--- config.mk ---
export PLATFORM = sky130hd
export DESIGN_NAME = config_envelope_checker_unit
export DESIGN_NICKNAME = d
export VERILOG_FILES = /design/src/design/cec_pkg.sv /design/src/design/config_envelope_checker_unit.sv /design/src/design/cec_front.sv /design/src/design/cec_queue.sv /design/src/design/cec_back.sv
export SDC_FILE = /design/constraint.sdc
export NUM_CORES = 1
export LEC_CHECK = 0
export ABC_CLOCK_PERIOD_IN_PS = 11850
export BUFFER_PORTS_ARGS = -buffer_cell sky130_fd_sc_hd__clkbuf_2
export CAP_MARGIN = 20
export CORE_MARGIN = 3
export CORE_UTILIZATION = 45
export CTS_CLUSTER_SIZE = 25
export DETAILED_ROUTE_END_ITERATION = 12
export GPL_TIMING_DRIVEN = 1
export PLACE_DENSITY_LB_ADDON = 0.12
export SLEW_MARGIN = 10
export SYNTH_ARGS = -nofsm -noshare
export SYNTH_HDL_FRONTEND = slang
export SYNTH_HIERARCHICAL = 1
export SYNTH_SLANG_ARGS = --single-unit
--- constraint.sdc ---
create_clock -name clock -period 11.85 [get_ports clock]
set_input_delay 0.5925 -clock clock [delete_from_list [all_inputs] [get_ports clock]]
set_output_delay 0.5925 -clock clock [all_outputs]
set_load 0.03 [all_outputs]
--- src/design/cec_pkg.sv ---
// Shared types, codes and helper functions for the record envelope checker.
// Used by every module of the block; depends on nothing else.
`default_nettype none

package cec_pkg;

   // queue between front and back
   localparam int QDEPTH = 4;
   localparam int QPTRW  = $clog2(QDEPTH);
   localparam int QCNTW  = $clog2(QDEPTH + 1);

   // header parser phases
   localparam logic [3:0] PH_MAGIC   = 4'd0;
   localparam logic [3:0] PH_LIT_V   = 4'd1;
   localparam logic [3:0] PH_NUM_V   = 4'd2;
   localparam logic [3:0] PH_LIT_LEN = 4'd3;
   localparam logic [3:0] PH_NUM_LEN = 4'd4;
   localparam logic [3:0] PH_LIT_CRC = 4'd5;
   localparam logic [3:0] PH_NUM_CRC = 4'd6;
   localparam logic [3:0] PH_SKIP    = 4'd7;
   localparam logic [3:0] PH_BODY    = 4'd8;

   // header field selectors
   localparam logic [1:0] FLD_VER = 2'd0;
   localparam logic [1:0] FLD_LEN = 2'd1;
   localparam logic [1:0] FLD_CRC = 2'd2;

   // verdict codes
   localparam logic [2:0] ST_OK      = 3'd0;
   localparam logic [2:0] ST_NO_NL   = 3'd1;
   localparam logic [2:0] ST_BAD_HDR = 3'd2;
   localparam logic [2:0] ST_LEN     = 3'd3;
   localparam logic [2:0] ST_CRC     = 3'd4;

   localparam logic [3:0]  MAGIC_LEN  = 4'd9;
   localparam logic [7:0]  CHAR_NL    = 8'h0A;
   localparam logic [4:0]  DIGIT_NONE = 5'd31;
   localparam logic [31:0] CRC_POLY   = 32'hEDB88320;
   localparam logic [31:0] CRC_INIT   = 32'hFFFFFFFF;

   // one queued piece of work: an optional body word and an optional verdict
   typedef struct packed {
      logic        has_body;
      logic [7:0]  body_byte;
      logic        has_verdict;
      logic [2:0]  status;
      logic [15:0] version;
      logic [31:0] length;
      logic [31:0] crc;
   } entry_type;

   // reflected CRC-32, one byte
   function automatic logic [31:0] crc_byte(input logic [31:0] crc, input logic [7:0] b);
      logic [31:0] r;
      r = crc ^ {24'd0, b};
      for (int i = 0; i < 8; i++) begin
         r = (r >> 1) ^ (CRC_POLY & {32{r[0]}});
      end
      return r;
   endfunction

   function automatic logic is_ws(input logic [7:0] c);
      return (c == 8'h20) || (c inside {[8'h09:8'h0D]});
   endfunction

   // value of a hex or decimal digit, DIGIT_NONE for anything else
   function automatic logic [4:0] digit_val(input logic [7:0] c);
      logic [4:0] d;
      if (c inside {[8'h30:8'h39]}) begin
         d = {1'b0, 4'(c - 8'h30)};
      end else if (c inside {[8'h61:8'h66]}) begin
         d = {1'b0, 4'(c - 8'h57)};
      end else if (c inside {[8'h41:8'h46]}) begin
         d = {1'b0, 4'(c - 8'h37)};
      end else begin
         d = DIGIT_NONE;
      end
      return d;
   endfunction

   // magic token, one character per position
   function automatic logic [7:0] magic_char(input logic [3:0] pos);
      logic [7:0] ch;
      case (pos)
         4'd0: ch = 8'h4F;
         4'd1: ch = 8'h4D;
         4'd2: ch = 8'h4F;
         4'd3: ch = 8'h54;
         4'd4: ch = 8'h45;
         4'd5: ch = 8'h43;
         4'd6: ch = 8'h46;
         4'd7: ch = 8'h47;
         4'd8: ch = 8'h31;
         default: ch = 8'h00;
      endcase
      return ch;
   endfunction

   function automatic logic [3:0] lit_len(input logic [1:0] f);
      logic [3:0] n;
      case (f)
         FLD_VER: n = 4'd2;
         FLD_LEN: n = 4'd4;
         FLD_CRC: n = 4'd6;
         default: n = 4'd0;
      endcase
      return n;
   endfunction

   // field literals: "v=", "len=", "crc=0x"
   function automatic logic [7:0] lit_char(input logic [1:0] f, input logic [3:0] pos);
      logic [7:0] ch;
      case ({f, pos})
         {FLD_VER, 4'd0}: ch = 8'h76;
         {FLD_VER, 4'd1}: ch = 8'h3D;
         {FLD_LEN, 4'd0}: ch = 8'h6C;
         {FLD_LEN, 4'd1}: ch = 8'h65;
         {FLD_LEN, 4'd2}: ch = 8'h6E;
         {FLD_LEN, 4'd3}: ch = 8'h3D;
         {FLD_CRC, 4'd0}: ch = 8'h63;
         {FLD_CRC, 4'd1}: ch = 8'h72;
         {FLD_CRC, 4'd2}: ch = 8'h63;
         {FLD_CRC, 4'd3}: ch = 8'h3D;
         {FLD_CRC, 4'd4}: ch = 8'h30;
         {FLD_CRC, 4'd5}: ch = 8'h78;
         default: ch = 8'h00;
      endcase
      return ch;
   endfunction

endpackage

`default_nettype wire

--- src/design/config_envelope_checker_unit.sv ---
// Top level of the record envelope checker: front end, queue and output stage.
// Depends on cec_pkg, cec_front, cec_queue and cec_back.
//
// Usage
//   The req channel takes one record byte per word; req_tlast marks the final
//   byte of a record. Bytes up to the first newline form the text header
//   (magic token, v=, len=, crc=0x fields). Every later byte is a body byte.
//   The rsp channel returns one word per body byte (rsp_tlast low, byte in
//   the low eight bits) and, after the final byte, one verdict word
//   (rsp_tlast high) with status, version, body length and body CRC.
// Timing
//   A byte is taken every cycle while req_tready is high. Parsing, the byte-
//   wide CRC step and the count update happen in the cycle the byte is
//   accepted. Its words pass the queue and output register; the output stage
//   sends one word a cycle while rsp_tready is high, body word before verdict.
// Reset
//   Synchronous reset empties the queue, drops any pending word and returns
//   the parser to the start of a header, CRC to all ones. After each verdict
//   the parser returns to that state on its own.
// Stalls
//   When rsp_tready is low the current word holds; a four-entry queue keeps
//   absorbing work, and req_tready drops only when the queue is full.
`default_nettype none

module config_envelope_checker_unit
   import cec_pkg::*;
(
   input  wire logic        clock,
   input  wire logic        reset,
   input  wire logic        req_tvalid,
   output logic             req_tready,
   input  wire logic [7:0]  req_tdata,   // [7:0] data_byte
   input  wire logic        req_tlast,   // end_of_record
   output logic             rsp_tvalid,
   input  wire logic        rsp_tready,
   // [7:0] body_byte, [10:8] status, [26:11] schema_version,
   // [58:27] body_length, [90:59] body_crc, [95:91] zero
   output logic [95:0]      rsp_tdata,
   output logic             rsp_tlast    // kind: high on the verdict word
);

   logic      q_full;
   logic      q_empty;
   logic      q_push;
   logic      q_pop;
   entry_type push_entry;
   entry_type pop_entry;

   // parse, count and CRC; push one entry per body byte or record end
   cec_front u_front (
      .clock      (clock),
      .reset      (reset),
      .in_valid   (req_tvalid),
      .in_byte    (req_tdata),
      .in_last    (req_tlast),
      .in_ready   (req_tready),
      .q_full     (q_full),
      .push       (q_push),
      .push_entry (push_entry)
   );

   // decouple the two sides
   cec_queue u_queue (
      .clock      (clock),
      .reset      (reset),
      .push       (q_push),
      .push_entry (push_entry),
      .full       (q_full),
      .pop        (q_pop),
      .empty      (q_empty),
      .pop_entry  (pop_entry)
   );

   // advance entries into output words
   cec_back u_back (
      .clock     (clock),
      .reset     (reset),
      .q_empty   (q_empty),
      .q_entry   (pop_entry),
      .q_pop     (q_pop),
      .out_valid (rsp_tvalid),
      .out_ready (rsp_tready),
      .out_last  (rsp_tlast),
      .out_data  (rsp_tdata)
   );

endmodule

`default_nettype wire

--- src/design/cec_front.sv ---
// Front end: accepts record bytes, parses the header, runs the body CRC and
// count, and builds queue entries. Depends on cec_pkg.
`default_nettype none

module cec_front
   import cec_pkg::*;
(
   input  wire logic       clock,
   input  wire logic       reset,
   input  wire logic       in_valid,
   input  wire logic [7:0] in_byte,
   input  wire logic       in_last,
   output logic            in_ready,
   input  wire logic       q_full,
   output logic            push,
   output entry_type       push_entry
);

   logic [3:0]  phase_ff, phase_in;
   logic [3:0]  tpos_ff, tpos_in;
   logic [31:0] ver_ff, ver_in;
   logic [31:0] len_ff, len_in;
   logic [31:0] exp_ff, exp_in;
   logic [31:0] crc_ff, crc_in;
   logic [31:0] cnt_ff, cnt_in;
   logic        herr_ff, herr_in;

   logic        accept;
   logic        lit_go;
   logic [1:0]  lit_f;
   logic [3:0]  ph_m1;
   logic [1:0]  num_f;
   logic        base16;
   logic [4:0]  dig;
   logic        dig_ok;
   logic [31:0] cur_val;
   logic [35:0] prod;
   logic [35:0] acc;
   logic        nl_done;
   logic [31:0] crc_final;

   assign in_ready = !q_full;
   assign accept   = in_valid && in_ready;

   // number-field helpers
   assign ph_m1  = phase_ff - 4'd1;
   assign num_f  = ph_m1[2:1];
   assign base16 = (num_f == FLD_CRC);
   assign dig    = digit_val(in_byte);
   assign dig_ok = base16 ? (dig < 5'd16) : (dig < 5'd10);

   always_comb begin
      case (num_f)
         FLD_VER: cur_val = ver_ff;
         FLD_LEN: cur_val = len_ff;
         default: cur_val = exp_ff;
      endcase
   end

   assign prod = base16 ? {cur_val, 4'd0} : ({1'b0, cur_val, 3'd0} + {3'd0, cur_val, 1'b0});
   assign acc  = prod + {32'd0, dig[3:0]};

   assign nl_done = ((phase_ff == PH_SKIP) && !herr_ff) ||
                    ((phase_ff == PH_NUM_CRC) && (tpos_ff == 4'd1));

   always_comb begin
      phase_in = phase_ff;
      tpos_in  = tpos_ff;
      ver_in   = ver_ff;
      len_in   = len_ff;
      exp_in   = exp_ff;
      crc_in   = crc_ff;
      cnt_in   = cnt_ff;
      herr_in  = herr_ff;
      lit_go   = 1'b0;
      lit_f    = FLD_VER;
      if (phase_ff == PH_BODY) begin
         crc_in = crc_byte(crc_ff, in_byte);
         cnt_in = cnt_ff + 32'd1;
      end else if (in_byte == CHAR_NL) begin
         if (!nl_done) herr_in = 1'b1;
         phase_in = PH_BODY;
         tpos_in  = 4'd0;
      end else begin
         case (phase_ff)
            PH_MAGIC: begin
               if (tpos_ff == 4'd0 && is_ws(in_byte)) begin
                  tpos_in = tpos_ff;
               end else if (tpos_ff < MAGIC_LEN) begin
                  if (in_byte == magic_char(tpos_ff)) begin
                     tpos_in = tpos_ff + 4'd1;
                  end else begin
                     herr_in  = 1'b1;
                     phase_in = PH_SKIP;
                  end
               end else if (is_ws(in_byte)) begin
                  phase_in = PH_LIT_V;
                  tpos_in  = 4'd0;
               end else begin
                  herr_in  = 1'b1;
                  phase_in = PH_SKIP;
               end
            end
            PH_LIT_V, PH_LIT_LEN, PH_LIT_CRC: begin
               lit_go = 1'b1;
               lit_f  = phase_ff[2:1];
            end
            PH_NUM_V, PH_NUM_LEN, PH_NUM_CRC: begin
               if (dig_ok) begin
                  if (acc[35:32] != 4'd0) begin
                     herr_in  = 1'b1;
                     phase_in = PH_SKIP;
                  end else begin
                     case (num_f)
                        FLD_VER: ver_in = acc[31:0];
                        FLD_LEN: len_in = acc[31:0];
                        default: exp_in = acc[31:0];
                     endcase
                     tpos_in = 4'd1;
                  end
               end else if (tpos_ff == 4'd0) begin
                  if (!is_ws(in_byte)) begin
                     herr_in  = 1'b1;
                     phase_in = PH_SKIP;
                  end
               end else if (num_f != FLD_CRC) begin
                  // number ended: the same byte opens the next literal
                  phase_in = phase_ff + 4'd1;
                  tpos_in  = 4'd0;
                  lit_go   = 1'b1;
                  lit_f    = num_f + 2'd1;
               end else begin
                  phase_in = PH_SKIP;
               end
            end
            default: begin
               phase_in = phase_ff;
            end
         endcase
         if (lit_go) begin
            if (tpos_in == 4'd0 && is_ws(in_byte)) begin
               tpos_in = 4'd0;
            end else if (tpos_in < lit_len(lit_f) && in_byte == lit_char(lit_f, tpos_in)) begin
               tpos_in = tpos_in + 4'd1;
               if (tpos_in == lit_len(lit_f)) begin
                  phase_in = phase_in + 4'd1;
                  tpos_in  = 4'd0;
               end
            end else begin
               herr_in  = 1'b1;
               phase_in = PH_SKIP;
            end
         end
      end
   end

   assign crc_final = ~crc_in;

   always_comb begin
      push_entry.has_body    = (phase_ff == PH_BODY);
      push_entry.body_byte   = in_byte;
      push_entry.has_verdict = in_last;
      if (phase_in != PH_BODY) begin
         push_entry.status = ST_NO_NL;
      end else if (herr_in) begin
         push_entry.status = ST_BAD_HDR;
      end else if (cnt_in != len_in) begin
         push_entry.status = ST_LEN;
      end else if (crc_final != exp_in) begin
         push_entry.status = ST_CRC;
      end else begin
         push_entry.status = ST_OK;
      end
      push_entry.version = (push_entry.status == ST_OK) ? ver_in[15:0] : 16'd0;
      push_entry.length  = cnt_in;
      push_entry.crc     = crc_final;
   end

   assign push = accept && ((phase_ff == PH_BODY) || in_last);

   always_ff @(posedge clock) begin
      if (reset || (accept && in_last)) begin
         phase_ff <= PH_MAGIC;
         tpos_ff  <= 4'd0;
         ver_ff   <= 32'd0;
         len_ff   <= 32'd0;
         exp_ff   <= 32'd0;
         crc_ff   <= CRC_INIT;
         cnt_ff   <= 32'd0;
         herr_ff  <= 1'b0;
      end else if (accept) begin
         phase_ff <= phase_in;
         tpos_ff  <= tpos_in;
         ver_ff   <= ver_in;
         len_ff   <= len_in;
         exp_ff   <= exp_in;
         crc_ff   <= crc_in;
         cnt_ff   <= cnt_in;
         herr_ff  <= herr_in;
      end
   end

endmodule

`default_nettype wire

--- src/design/cec_queue.sv ---
// Short register queue between the front end and the output stage.
// Depends on cec_pkg for the entry type and depth.
`default_nettype none

module cec_queue
   import cec_pkg::*;
(
   input  wire logic      clock,
   input  wire logic      reset,
   input  wire logic      push,
   input  wire entry_type push_entry,
   output logic           full,
   input  wire logic      pop,
   output logic           empty,
   output entry_type      pop_entry
);

   entry_type        mem_ff [QDEPTH];
   logic [QPTRW-1:0] wr_ff, wr_in;
   logic [QPTRW-1:0] rd_ff, rd_in;
   logic [QCNTW-1:0] cnt_ff, cnt_in;
   logic             do_push;
   logic             do_pop;

   assign full      = (cnt_ff == QCNTW'(QDEPTH));
   assign empty     = (cnt_ff == '0);
   assign do_push   = push && !full;
   assign do_pop    = pop && !empty;
   assign pop_entry = mem_ff[rd_ff];

   always_comb begin
      wr_in  = wr_ff;
      rd_in  = rd_ff;
      cnt_in = cnt_ff;
      if (do_push) begin
         wr_in = (wr_ff == QPTRW'(QDEPTH - 1)) ? '0 : wr_ff + 1'b1;
      end
      if (do_pop) begin
         rd_in = (rd_ff == QPTRW'(QDEPTH - 1)) ? '0 : rd_ff + 1'b1;
      end
      if (do_push && !do_pop) begin
         cnt_in = cnt_ff + 1'b1;
      end else if (do_pop && !do_push) begin
         cnt_in = cnt_ff - 1'b1;
      end
   end

   always_ff @(posedge clock) begin
      if (reset) begin
         wr_ff  <= '0;
         rd_ff  <= '0;
         cnt_ff <= '0;
      end else begin
         wr_ff  <= wr_in;
         rd_ff  <= rd_in;
         cnt_ff <= cnt_in;
      end
   end

   always_ff @(posedge clock) begin
      if (do_push) begin
         mem_ff[wr_ff] <= push_entry;
      end
   end

endmodule

`default_nettype wire

--- src/design/cec_back.sv ---
// Output stage: holds one queue entry and plays it out as one or two words,
// body word first. Depends on cec_pkg.
`default_nettype none

module cec_back
   import cec_pkg::*;
(
   input  wire logic         clock,
   input  wire logic         reset,
   input  wire logic         q_empty,
   input  wire entry_type    q_entry,
   output logic              q_pop,
   output logic              out_valid,
   input  wire logic         out_ready,
   output logic              out_last,
   output logic [95:0]       out_data
);

   entry_type cur_ff, cur_in;
   logic      body_pend_ff, body_pend_in;
   logic      verd_pend_ff, verd_pend_in;
   logic      take;
   logic      finishing;
   logic      idle;

   assign out_valid = body_pend_ff || verd_pend_ff;
   assign take      = out_valid && out_ready;
   assign idle      = !out_valid;
   assign finishing = take && !(body_pend_ff && verd_pend_ff);
   assign q_pop     = !q_empty && (idle || finishing);

   always_comb begin
      cur_in       = cur_ff;
      body_pend_in = body_pend_ff;
      verd_pend_in = verd_pend_ff;
      if (q_pop) begin
         cur_in       = q_entry;
         body_pend_in = q_entry.has_body;
         verd_pend_in = q_entry.has_verdict;
      end else if (take) begin
         if (body_pend_ff && verd_pend_ff) begin
            body_pend_in = 1'b0;
         end else begin
            body_pend_in = 1'b0;
            verd_pend_in = 1'b0;
         end
      end
   end

   // body word carries only the byte; verdict word carries everything else
   always_comb begin
      if (body_pend_ff) begin
         out_last = 1'b0;
         out_data = {88'd0, cur_ff.body_byte};
      end else begin
         out_last = 1'b1;
         out_data = {5'd0, cur_ff.crc, cur_ff.length, cur_ff.version, cur_ff.status, 8'd0};
      end
   end

   always_ff @(posedge clock) begin
      if (reset) begin
         body_pend_ff <= 1'b0;
         verd_pend_ff <= 1'b0;
      end else begin
         body_pend_ff <= body_pend_in;
         verd_pend_ff <= verd_pend_in;
      end
   end

   always_ff @(posedge clock) begin
      cur_ff <= cur_in;
   end

endmodule

`default_nettype wire

# After elaboration in Yosys (flattened, before gate mapping)
# Memories as Yosys holds them, arrays and structs flattened. A register that Yosys moved wholly into a read port is not among the register bits.
# Cells that the tools add are included.
[classes] n_eq_ne=37 order_cmp=12 muxes=128 bitwise=13 n_reduce_logical=52 addsub=16
[op_table] cell="$mux W32" n=14
[op_table] cell="$xor A31 B32 Y32" n=8
[op_table] cell="$mux W4" n=42
[op_table] cell="$mux W16" n=7
[op_table] cell="$mux W91" n=1
[op_table] cell="$mux W8" n=9
[op_table] cell="$ne A32 B32 Y1" n=2
[op_table] cell="$pmux W32 S2" n=1
[op_table] cell="$pmux W7 S9" n=1
[op_table] cell="$add A35 B33 Y36" n=1
[op_table] cell="$add A36 B4 Y36" n=1
[op_table] cell="$eq A6 B6 Y1 const B" n=6
[op_table] cell="$mux W36" n=1
[op_table] cell="$add A32 B1 Y32 const B" n=1
[op_table] cell="$not A32 Y32" n=1
[op_table] cell="$xor A32 B8 Y32" n=1
[op_table] cell="$mux W1" n=27
[op_table] cell="$eq A6 B5 Y1 const B" n=4
[op_table] cell="$mux W3" n=7
[op_table] cell="$logic_and A1 B1 Y1" n=20
[op_table] cell="$mux W2" n=9
[op_table] cell="$add A4 B1 Y4 const B" n=4
[op_table] cell="$eq A4 B3 Y1 const B" n=4
[op_table] cell="$eq A8 B8 Y1" n=2
[op_table] cell="other kinds (45)" n=84
[totals] in_bits=13 register_bits=269 n_memories=2 romBits=112 ramBits=372
[memory_table] memory="u_queue.mem_ff" depth=4 width=93 read_ports=1 rd_ports_with_merged_regs=1 write_ports=1 line_no="cec_queue.sv:18" source="entry_type mem_ff [QDEPTH];"
[memory_table] memory="(no name shown)" depth=16 width=7 read_ports=1 rd_ports_with_merged_regs=1 write_ports=0 line_no="cec_pkg.sv:84" source="case (pos)"

# Logic depth before layout (Yosys ltp)
# Gate-level depths: netlist of the first run.
[depth] ltp_word=40 depth_mapped=39 depth_no_buf=34

# Modules after synthesis
# The synthesis of the first run kept the hierarchy.
[modules_own_cells] module="cec_front" area_per_inst_um2=15403.5 instances=1 seq_area_each_um2=3523.4 cells_per_inst=2101
[modules_own_cells] module="cec_queue" area_per_inst_um2=13897.1 instances=1 seq_area_each_um2=11350.9 cells_per_inst=535
[modules_own_cells] module="cec_back" area_per_inst_um2=3500.9 instances=1 seq_area_each_um2=2772.7 cells_per_inst=213

# Least setup slack after synthesis of the first run
# No wires, ideal clock.
[synth_timing] path_type="reg2reg" start="register u_front.phase_ff[1]" end="memory u_queue/mem_ff[0][78] in the netlist's numbering (data pin)" n_path_buf=5 required_ps=11641 stages_incl_launch_ff=37 period_less_slack_ps=9557 setup_ps=209 t_arrival_ps=9348 slack_ps=2293 path_cell_list="dfxtp_1 > inv_1 > ha_1 > clkbuf_1 > clkbuf_1 > buf_1 > mux2i_1 > o21ai_0 > fa_1 > a21o_1 > a21oi_1 > xnor2_1 > mux2i_1 > or2_1 > nor4_1 > and3_1 > clkbuf_1 > nand3_1 > nor4_1 > xor2_1 > nor4_1 > o31ai_1 > inv_1 > ha_1 > nand2_1 > and3_1 > nand2_1 > or4_1 > o211ai_1 > o311a_1 > o31ai_1 > o21ai_2 > a211oi_1 > or3_1 > nand4b_4 > buf_6 > nor3b_1"
[synth_rtl] item="start, declared" line_no="cec_front.sv:19" source="logic [3:0] phase_ff, phase_in;"
[synth_rtl] item="start signal, assigned" line_no="cec_front.sv:192" source="phase_ff <= phase_in;"
[synth_rtl] item="end, declared" line_no="cec_queue.sv:18"

==> reports/metrics.cfg, run 1 <==
[run_status]
status=complete, no violations

[routing]
drc=0
routed_via_density=5.78
drt_wl_total_um=92400
drtPass1Iterations=7
route.vias.total=22700
ant_nets=0
wire_per_inst_um=23.5
initialDrtViolationCount=1998

[cts]
postCtsSetupBuffers=0
numCtsBuffers=71
cts_tree=done
clk_pin_slew_ns=0.06
insertion_delay_ns=0.61
clock_sinks=650
holdBufCountCts=0
cts_max_level=3
clk_path_buf_depth=3
cts_root_buffer=clkbuf_16

[worst_setup_path]
start_kind=flip-flop
critPathCaptureType=flip-flop
arrival_ns=11.42
regToRegSetupSlack_ns=0.75
crit_slowest_cell=ha_2
path_class=flip-flop to flip-flop
cp_max_fo=28
slowest_delay_ns=0.89
worstPathRequired_ns=12.16

[logic_synthesis]
synth_top_area_share=0.424
yosys_register_bits=650
async_flop_share=0
synth_commonest_cells=edfxtp_1 (463), nand2_1 (332), nor2_1 (213), dfxtp_1 (187), a21oi_1 (171)
yosysMostFrequentCell=edfxtp_1
syn_area_um2=32800
synth_cells=2849
ys.warnings.count=6
ys_seq_area_frac=0.538
synth_area_leader_cell=edfxtp_1
synth_edf_count=463
ys_top_cells_by_area=edfxtp_1 (42%), dfxtp_1 (11%), mux4_2 (6.4%)
syn_avg_cell_area_um2=11.5
synth_flop_cell=edfxtp_1
synth.distinct_cells=102

[die]
fp.dieW_um=276
die_h_um=276
num_rows=98
start_util=0.457
ios=112
core-area_um2=71900
dieArea_um2=76200

[sta]
max_freq_mhz=90.1
tns_ns=0
min_period_over_period=0.937
finalHoldViolations=0
finalHoldWorstSlack_ns=0.297
slew_viol_final=0
tightest_slew_ns=1.09
setup_ws_ns=0.747
setup_viol=0
finClkSkew_ns=0.0207
slew_headroom=0.269
min_period_ns=11.10
rsz0062_at_grt=no

[grt]
grt_pass1_wl_um=139000
antenna_found_initial=1
grt_pass1_vias=22100
grt_max_degree=87
track_usage=0.242
grt.overflow.total=0

[pwr]
power_w=0.00768
p_leak_nw=12.6
p_per_area_nw_per_um2=210
irDropWorstVdd_mv=0.197

[cells_and_area]
nFillCells=6388
drive_gt1_frac=0.141
syn2layout_area_growth_pct=11.3
nets=2990

[placed_design]
pre_cts_ws_ns=0.861
numPortBuffers=106
place.gp.congestion=0.917
dp_hpwl_um=65200

[run]
maxCapViolations=0

[hold_path]
hp-class=primary input to flip-flop

-- state kept, by name, indices dropped and copies added (netlist names), 3 cells and up, named ones only --
name and cells:
u_queue/mem_ff 372, u_back/cur_ff 91, u_front/cnt_ff 32, u_front/crc_ff 32
u_front/exp_ff 32, u_front/len_ff 32, u_front/ver_ff 32, u_front/phase_ff 4
u_front/tpos_ff 4, u_queue/cnt_ff 3
-- timing repair --
item | in CTS | in global routing
resized for setup | 0 | 1
endpoints found under the setup margin | 0 | 4
endpoints found under the hold margin | 0 | 0
-- final cells by class --
| cell class | count | area (um^2) | area share |
|---|---|---|---|
| Sequential cell | 650 | 17700 | 0.483 |
| Multi-Input combinational cell | 1977 | 14300 | 0.390 |
| Clock buffer | 110 | 2100 | 0.0574 |
| Tap cell | 950 | 1190 | 0.0325 |
| Timing Repair Buffer | 157 | 913 | 0.0250 |
| Inverter | 57 | 215 | 0.00589 |
| Clock inverter | 22 | 193 | 0.00528 |
| Antenna cell | 1 | 2.50 | 0.0000685 |
-- power by group --
part	leakage [nW]	total (W)	switching, W	internal (W)
clock	1.13	0.00214	0.000887	0.00125
sequential	5.79	0.00298	0.000133	0.00285
combinational	5.66	0.00256	0.00176	0.000803
total	12.6	0.00768	0.00277	0.00490
-- worst max-delay path, delay by kind of cell, from the launching register on --
family / cells / cell delay (ns)
flip-flops: 1 / 0.44
AO/OA/AOI/OAI: 12 / 3.45
adder cells (fa/ha/maj): 3 / 1.65
multiplexers: 2 / 0.68
buffers and inverters: 3 / 0.44
XOR/XNOR: 1 / 0.47
AND/OR/NAND/NOR: 10 / 3.60
-- final timing paths --
check                           cells past startpoint                start                    end
worst min-delay path                                1            req_tlast  u_queue/mem_ff[2][83]
worst max register to register                     31  u_front/phase_ff[1]  u_queue/mem_ff[3][71]
worst max-delay path                               31  u_front/phase_ff[1]  u_queue/mem_ff[3][71]
worst min register to register                      2   u_front/ver_ff[26]     u_front/ver_ff[26]
-- per-stage QoR --
stage,area [um^2],utilization,std cells
4_1_cts,36500,0.508,3923
2_1_floorplan,32800,-,2853
3_3_place_gp,34200,0.476,3791
5_1_grt,36500,0.508,3923
6_report,36500,0.508,3924
3_5_place_dp,34200,0.476,3791
-- metal layers --
metal / global-route usage / share of wire / vias to the layer above / routed length, um
li1: - / - / 10600 / -
met1: 0.352 / 0.46 / 11200 / 42500
met2: 0.373 / 0.45 / 707 / 41500
met3: 0.0315 / 0.060 / 123 / 5580
met4: 0.0852 / 0.031 / 0 / 2830
met5: 0 / 0 / - / 0
-- logic make-up after synthesis --
family,after synthesis,synth area share
simple gates,931,0.137
other cells,1,0.000114
xor+xnor,254,0.0686
mux,206,0.0989
compound gates,518,0.102
fa+ha+maj,63,0.0247
flops,650,0.538
buf+inv,226,0.0308
-- placed cells by master (no fill, tap or decap), drive strengths merged, types with 12 or more instances in the layout --
cell      n
edfxtp  463
nand2   332
clkbuf  216
nor2    214
dfxtp   187
a21oi   174
xnor2   169
mux2i   111
o21ai    99
mux4     93
nor2b    89
xor2     85
ha       60
inv      59
buf      51
nand3    49
nor3     45
o211ai   43
nor4     40
and3     36
a211oi   33
a31oi    31
nand4    27
a21o     26
and2     24
or3      19
o31ai    19
clkinv   19
o21a     12
(Power assumes the default switching activity.)
==> inputs of run 2 (changes only) <==
--- a/config.mk
+++ b/config.mk
@@ -5,7 +5,7 @@
 export SDC_FILE = /design/constraint.sdc
 export NUM_CORES = 1
 export LEC_CHECK = 0
-export ABC_CLOCK_PERIOD_IN_PS = 11850
+export ABC_CLOCK_PERIOD_IN_PS = 9800
 export BUFFER_PORTS_ARGS = -buffer_cell sky130_fd_sc_hd__clkbuf_2
 export CAP_MARGIN = 20
 export CORE_MARGIN = 3
==> constraint.sdc (replaced) <==
create_clock -name clock -period 9.8 [get_ports clock]
set_input_delay 0.49 -clock clock [delete_from_list [all_inputs] [get_ports clock]]
set_output_delay 0.49 -clock clock [all_outputs]
set_load 0.03 [all_outputs]
==> reports/metrics.cfg, run 2 (synthesis results as in run 1) <==
[die]
die_h_um=276  ; unchanged
start_util=0.457  ; unchanged
dieArea_um2=76200  ; unchanged
num_rows=98  ; unchanged
fp.dieW_um=276  ; unchanged
core-area_um2=71900  ; unchanged
ios=112  ; unchanged

[routing]
ant_nets=0  ; unchanged
drt_wl_total_um=93500  ; was 92400 um
route.vias.total=23400  ; was 22700
routed_via_density=5.84  ; was 5.78
initialDrtViolationCount=2142  ; was 1998
wire_per_inst_um=23.3  ; was 23.5 um
drtPass1Iterations=5  ; was 7
drc=0  ; unchanged

[cts]
clock_sinks=650  ; unchanged
clk_pin_slew_ns=0.06  ; about the same
cts_tree=done  ; unchanged
clk_path_buf_depth=3  ; unchanged
holdBufCountCts=0  ; unchanged
insertion_delay_ns=0.61  ; about the same
cts_max_level=3  ; unchanged
cts_root_buffer=clkbuf_16  ; unchanged
numCtsBuffers=68  ; was 71

[worst_setup_path]
slowest_delay_ns=0.54  ; was 0.89 ns
start_kind=flip-flop  ; unchanged
regToRegSetupSlack_ns=0.41  ; was 0.75 ns
arrival_ns=9.70  ; was 11.42 ns
critPathCaptureType=flip-flop  ; unchanged
crit_slowest_cell=or4_1  ; was ha_2
path_class=flip-flop to flip-flop  ; unchanged
cp_max_fo=21  ; was 28
worstPathRequired_ns=10.11  ; was 12.16 ns
path_common_cell=buf_12

[sta]
slew_viol_final=0  ; unchanged
tightest_slew_ns=1.02  ; was 1.09 ns
slew_headroom=0.318  ; was 0.269
min_period_ns=9.39  ; was 11.10 ns
finalHoldViolations=0  ; unchanged
max_freq_mhz=106  ; was 90.1 MHz
min_period_over_period=0.958  ; was 0.937
finClkSkew_ns=0.0183  ; was 0.0207 ns
tns_ns=0  ; unchanged
setup_viol=0  ; unchanged

[grt]
grt.overflow.total=0  ; unchanged
grt_max_degree=84  ; was 87
grt_pass1_vias=22400  ; was 22100
track_usage=0.243  ; was 0.242
grt_pass1_wl_um=140000  ; was 139000 um
antenna_found_initial=1  ; unchanged

[pwr]
intPower_w=0.00604  ; was 0.00490 W
comb_power_share=0.349  ; was 0.333
p_seq_frac=0.380  ; was 0.389
p_leak_nw=13.1  ; was 12.6 nW
p_switching_w=0.00342  ; was 0.00277 W
power.clock.fraction=0.271  ; was 0.278
irDropWorstVdd_mv=0.409  ; was 0.197 mV
p_per_area_nw_per_um2=253  ; was 210 nW/um^2
swShare=0.362  ; was 0.361

[cells_and_area]
final_common_cell=edfxtp_1  ; unchanged
multi_input_area_um2=14500  ; was 14300 um^2
drive_gt1_frac=0.174  ; was 0.141
largest_reg_flops=372  ; unchanged
nets=3079  ; was 2990
largest_registers=u_queue/mem_ff: 372 flops, u_back/cur_ff: 91 flops  ; unchanged
nFillCells=6314  ; was 6388
utilization=0.521  ; was 0.508
largest-register=u_queue/mem_ff  ; unchanged
seq_area_um2=17700  ; unchanged
final_cell_mix=edfxtp_1 (463), nand2_1 (332), nor2_1 (210)  ; was edfxtp_1 (463), nand2_1 (332), nor2_1 (211)
syn2layout_area_growth_pct=14.1  ; was 11.3%

[run_status]
status=complete, no violations  ; unchanged

[placed_design]
numPortBuffers=106  ; unchanged
place.gp.congestion=0.936  ; was 0.917
dp_hpwl_um=66600  ; was 65200 um

[hold_path]
hp-class=primary input to flip-flop  ; unchanged

[run]
maxCapViolations=0  ; unchanged

## run 2: changes by cell type in the layout (fill, tap and decap cells not counted), sizes merged
cell	delta
clkinv	+11
inv	+2
xor2	+1
clkbuf	-26
bufinv	+5
buf	+91
clkinvlp	+2
## run 2: power groups by stage
stage	Combinational, W	Sequential, W	Clock, W
after CTS	0.00325	0.00360	0.00262
final	0.00331	0.00360	0.00256
after global routing	0.00356	0.00363	0.00272
after detailed placement	0.00323	0.00366	0
after global placement	0.00321	0.00365	0
after floorplan	0.00224	0.00360	0
## run 2: cell type report
| type | count | share of cell area |
|---|---|---|
| multi-input cells | 1978 | 0.386 |
| repair buffers | 248 | 0.0453 |
| diodes | 1 | 0.0000668 |
| inverters | 57 | 0.00575 |
| flip-flops and latches | 650 | 0.472 |
| well taps | 950 | 0.0317 |
| clock buffers | 84 | 0.0481 |
| clock inverters | 42 | 0.0114 |
## run 2: metrics by stage
step	std cells	area [um^2]	setup WS, ns	power [W]	hold WS [ns]
after detailed placement	3875	34900	-0.0998	0.00689	0.452
after floorplan	2853	32800	0.243	0.00584	0.436
after CTS	4001	37200	0.0248	0.00947	0.171
after global placement	3875	34900	0.249	0.00686	0.442
final	4010	37400	0.409	0.00946	0.201
after global routing	4009	37400	-0.0483	0.00991	0.210
## run 2: worst max-delay path, delay by kind of cell (launching register included)
family | cells | cell delay, ns
buffers and inverters | 6 | 1.05
AO/OA/AOI/OAI | 12 | 3.14
multiplexers | 1 | 0.31
adder cells (fa/ha/maj) | 3 | 1.06
AND/OR/NAND/NOR | 12 | 3.18
flip-flops | 1 | 0.34
## run 2: per-layer routing
metal	share of wire	vias to the layer above	GRT usage	wire [um]
met3	0.057	112	0.0252	5340
met5	0	-	0	0
met1	0.46	11800	0.356	42600
met2	0.47	751	0.388	43600
met4	0.022	0	0.0622	2010
li1	-	10800	-	-
## run 2: final timing paths
path,startpoint,endpoint,depth (start not counted)
max reg2reg,u_front/phase_ff[1],u_queue/mem_ff[3][66],34
min,req_tlast,u_queue/mem_ff[2][83],1
min reg2reg,u_front/ver_ff[27],u_front/ver_ff[27],2
max,u_front/phase_ff[1],u_queue/mem_ff[3][66],34
## run 2: timing repair
| action | CTS | global route |
|---|---|---|
| setup endpoints to repair | 44 | 85 |
| cloned | 0 | 1 |
| setup buffers | 0 | 6 |
| resized for setup | 4 | 28 |
| hold endpoints to repair | 0 | 0 |
| pin swaps | 0 | 1 |
